File: config.mk
export PLATFORM = sky130hd
export DESIGN_NAME = fwrt_match
export DESIGN_NICKNAME = d
export VERILOG_FILES = /design/src/fwrt_pkg.sv /design/src/fwrt_match.sv
export SDC_FILE = /design/constraint.sdc
export NUM_CORES = 1
export LEC_CHECK = 0
export ABC_CLOCK_PERIOD_IN_PS = 1600
export BUFFER_PORTS_ARGS = -buffer_cell sky130_fd_sc_hd__buf_2
export CORE_ASPECT_RATIO = 1.2
export CORE_MARGIN = 4
export CORE_UTILIZATION = 38
export DETAILED_ROUTE_END_ITERATION = 6
export GPL_TIMING_DRIVEN = 0
export PLACE_DENSITY = 0.85
export SLEW_MARGIN = 0
export SYNTH_ARGS = -nofsm -noshare
export SYNTH_HDL_FRONTEND = slang
export SYNTH_SLANG_ARGS = --single-unit
File: constraint.sdc
create_clock -name vclk -period 1.6
set_input_delay 0.08 -clock vclk [all_inputs]
set_output_delay 0.08 -clock vclk [all_outputs]
set_load 0.01 [all_outputs]
File: src/fwrt_pkg.sv
// Package for the firewall rule table: command and status codes and the
// rule and slot entry types. Depends on nothing.
`timescale 1ns / 1ps
package fwrt_pkg;

  localparam int CMD_W    = 2;
  localparam int ADDR_W   = 32;
  localparam int PORT_W   = 16;
  localparam int STATUS_W = 3;
  localparam int COUNT_W  = 7;

  localparam logic [CMD_W-1:0] CMD_ADD    = 2'd0;
  localparam logic [CMD_W-1:0] CMD_DELETE = 2'd1;
  localparam logic [CMD_W-1:0] CMD_CHECK  = 2'd2;

  localparam logic [STATUS_W-1:0] ST_ADDED    = 3'd0;
  localparam logic [STATUS_W-1:0] ST_FULL     = 3'd1;
  localparam logic [STATUS_W-1:0] ST_DELETED  = 3'd2;
  localparam logic [STATUS_W-1:0] ST_NOTFOUND = 3'd3;
  localparam logic [STATUS_W-1:0] ST_ACCEPTED = 3'd4;
  localparam logic [STATUS_W-1:0] ST_REJECTED = 3'd5;
  localparam logic [STATUS_W-1:0] ST_INVALID  = 3'd6;

  typedef struct packed {
    logic [ADDR_W-1:0] addr_low;
    logic [ADDR_W-1:0] addr_high;
    logic [PORT_W-1:0] port_low;
    logic [PORT_W-1:0] port_high;
  } rule_t;

  // One slot of the rule memory: the valid flag travels with the bounds.
  typedef struct packed {
    logic  valid;
    rule_t rule;
  } entry_t;

  // Result of comparing one stored slot against the item under test.
  typedef struct packed {
    logic hit;
    logic slot_valid;
  } match_t;

endpackage

File: src/fwrt_match.sv
// Slot comparator: decides whether one stored slot satisfies the current
// command (free slot for add, exact match for delete, cover for check).
// Depends on fwrt_pkg.
`timescale 1ns / 1ps
module fwrt_match (
  input  logic [fwrt_pkg::CMD_W-1:0] cmd,
  input  fwrt_pkg::rule_t            item,
  input  fwrt_pkg::entry_t           entry,
  output fwrt_pkg::match_t           result
);
  import fwrt_pkg::*;

  logic exact;
  logic covers;

  assign exact = (entry.rule == item);
  assign covers = (item.addr_low >= entry.rule.addr_low) &&
                  (item.addr_low <= entry.rule.addr_high) &&
                  (item.port_low >= entry.rule.port_low) &&
                  (item.port_low <= entry.rule.port_high);

  always_comb begin
    result.slot_valid = entry.valid;
    case (cmd)
      CMD_ADD:    result.hit = !entry.valid;
      CMD_DELETE: result.hit = entry.valid && exact;
      CMD_CHECK:  result.hit = entry.valid && covers;
      default:    result.hit = 1'b0;
    endcase
  end

endmodule

==> metrics.txt <==
status=finished with violations; failing checks=setup timing; Final Util=56.19%; Seq/Total Area, Yosys=0%; diode count=0; fin cells=~700; Detailed Place HPWL=10300 um; leakage power=2.575 nW; Worst path slowest cell=nor3_2; crit-path max FO=3; Crit path max-delay family=compound AO/OA/AOI/OAI gates; Die Span Y=105.9 um; core area=7751 um^2; num sequential=0; synth top area cells=ha_1 41%, inv_1 12%, xor2_1 11%; GRT Total Usage=21.72%; Syn Nets=708; first-pass GRT wire length=16330 um; Vias/cell=5.155; Area growth syn-to-layout=43.55%; full die area=between 9000 and 10000 um^2; DRT Pass-1 Iters=4; Buf/Inv on CP=2; critical path's largest stage delay=around 0.44 ns; # DRC=0; fillcell total=727; most frequent cell on the critical path=buf_2; wire per inst=15.42 um; crit path time final=~2.1 ns; Max Freq=470.0 MHz; Slew headroom=64.17%; FF/Latch Area=0 um^2; vias in the first global route=between 3000 and 4000; DRT antenna net count=0; row cnt=35; worst min path class=in2out; Final #Nets=around 910; die width=89.57 um; Critical Path RT=1.52 ns; Worst setup EP type=output pin; CLK BUF=0; crit path launch type=primary input; Synth top cells by count=99 x ha_1, 98 x inv_1, 38 x xor2_1; WS Path Type=in2out; worst-margin pin slew=0.5325 ns; final worst slack=-0.5276 ns; Mean Syn Cell Area=7.329 um^2; largest net degree at the start of global routing=5; total of max-cap violations=0; multi-input logic area=2835 um^2; placed instance count=703; DRT iter0 DRCs=105; Post-CTS Setup Bufs=0; IO buf count=about 200; Design Area, Final=roughly 4400 um^2; IO Pins=197; drt total wl=roughly 11000 um; Setup Viol. Count Final=1; GP Congestion=0.8978; Initial Util=a little under 40%; via count=~3600; Hold WS=0.4991 ns; layout cells sized above 1=between 30% and 40%; Final Slew Violations=0; grt total ovfl=0; count leader, synth=ha_1; power density over the cells=approximately 240 nW/um^2; Synth cell types=39; post-synth top area share=40.82%; Synth area leader=ha_1; unrepaired setup endpoints after global routing=yes; initial antenna violation count=0; Yosys warnings=0; CP Cell Sequence=buf_2, ha_1, nand4_1, nor3_2, o311a_1, a2111oi_4, o21a_1, o32ai_2, buf_2; Max VDD drop=118.7 uV; Post-Syn Area=3034 um^2; Final period util=133.0%; Cells after Synth=414; final-report hold violation count=0; placed instance area=approximately 4300 um^2; worst path arrival time=2.05 ns
## stage by stage
step           power, mW  setup slack [ns]  TNS (ns)
2_1_floorplan     0.5428          -0.03340  -0.03340
3_3_place_gp      0.9743           -0.7367   -0.7367
3_5_place_dp       1.025           -0.7373   -0.7373
4_1_cts            1.055           -0.4621   -0.4621
5_1_grt            1.197           -0.5856   -0.5856
6_report           1.056           -0.5276   -0.5276
## cell usage in the layout (no fill, tap or decap), drive strengths merged
| master | instances |
|---|---|
| a2111oi | 2 |
| a211oi | 3 |
| a21bo | 1 |
| a21boi | 1 |
| a21o | 5 |
| a21oi | 34 |
| a221o | 1 |
| a221oi | 3 |
| a22oi | 1 |
| a31oi | 1 |
| and2 | 1 |
| and3 | 1 |
| and4 | 4 |
| buf | 198 |
| ha | 99 |
| inv | 98 |
| nand2 | 21 |
| nand3 | 12 |
| nand4 | 20 |
| nand4b | 1 |
| nor2 | 8 |
| nor2b | 5 |
| nor3 | 6 |
| nor3b | 2 |
| nor4 | 13 |
| o211ai | 5 |
| o21a | 2 |
| o21ai | 10 |
| o21bai | 2 |
| o311a | 1 |
| o32ai | 1 |
| or2 | 1 |
| xnor2 | 10 |
| xor2 | 38 |
## where the power goes
part	internal, mW	switching (mW)	total, mW	leakage, nW
combinational	0.513	0.544	1.06	2.58
clock	0	0	0	0
sequential	0	0	0	0
total	0.513	0.544	1.06	2.58
## area by class of cell
class              instances  share of cell area [%]
repair buffers           197                   23.13
inverters                 98                   8.963
multi-input cells        315                   65.10
plain buffers              1                  0.1724
well taps                 92                   2.643
## timing repair
action                                  CTS  global route
endpoints found under the setup margin    1             1
hold buffers                              0             0
cloned                                    0             0
gates resized for setup                  15             3
pin swaps                                 0             1
## per-layer routing
metal / track usage, % / share of wire [%]
met1: 23.54 / 38
met4: 4.894 / 2.6
met2: 43.51 / 54
met3: 1.251 / 5.7
met5: 0 / 0
## kinds of logic (layout without fill, tap and decap cells)
| group | after synthesis | after routing | synth area share (%) |
|---|---|---|---|
| adder cells (fa/ha/maj) | 99 | 99 | 40.82 |
| AND/OR/NAND/NOR | 95 | 95 | 17.32 |
| AO/OA/AOI/OAI | 73 | 73 | 15.63 |
| XOR/XNOR | 48 | 48 | 13.86 |
| buffers and inverters | 99 | 296 | 12.37 |
## worst paths after layout
check,cells after the start,start,endpoint,slack (ns)
max,9,item[93],result[1],-0.53
min,3,entry[96],result[0],0.50
(Power assumes the default switching activity.)
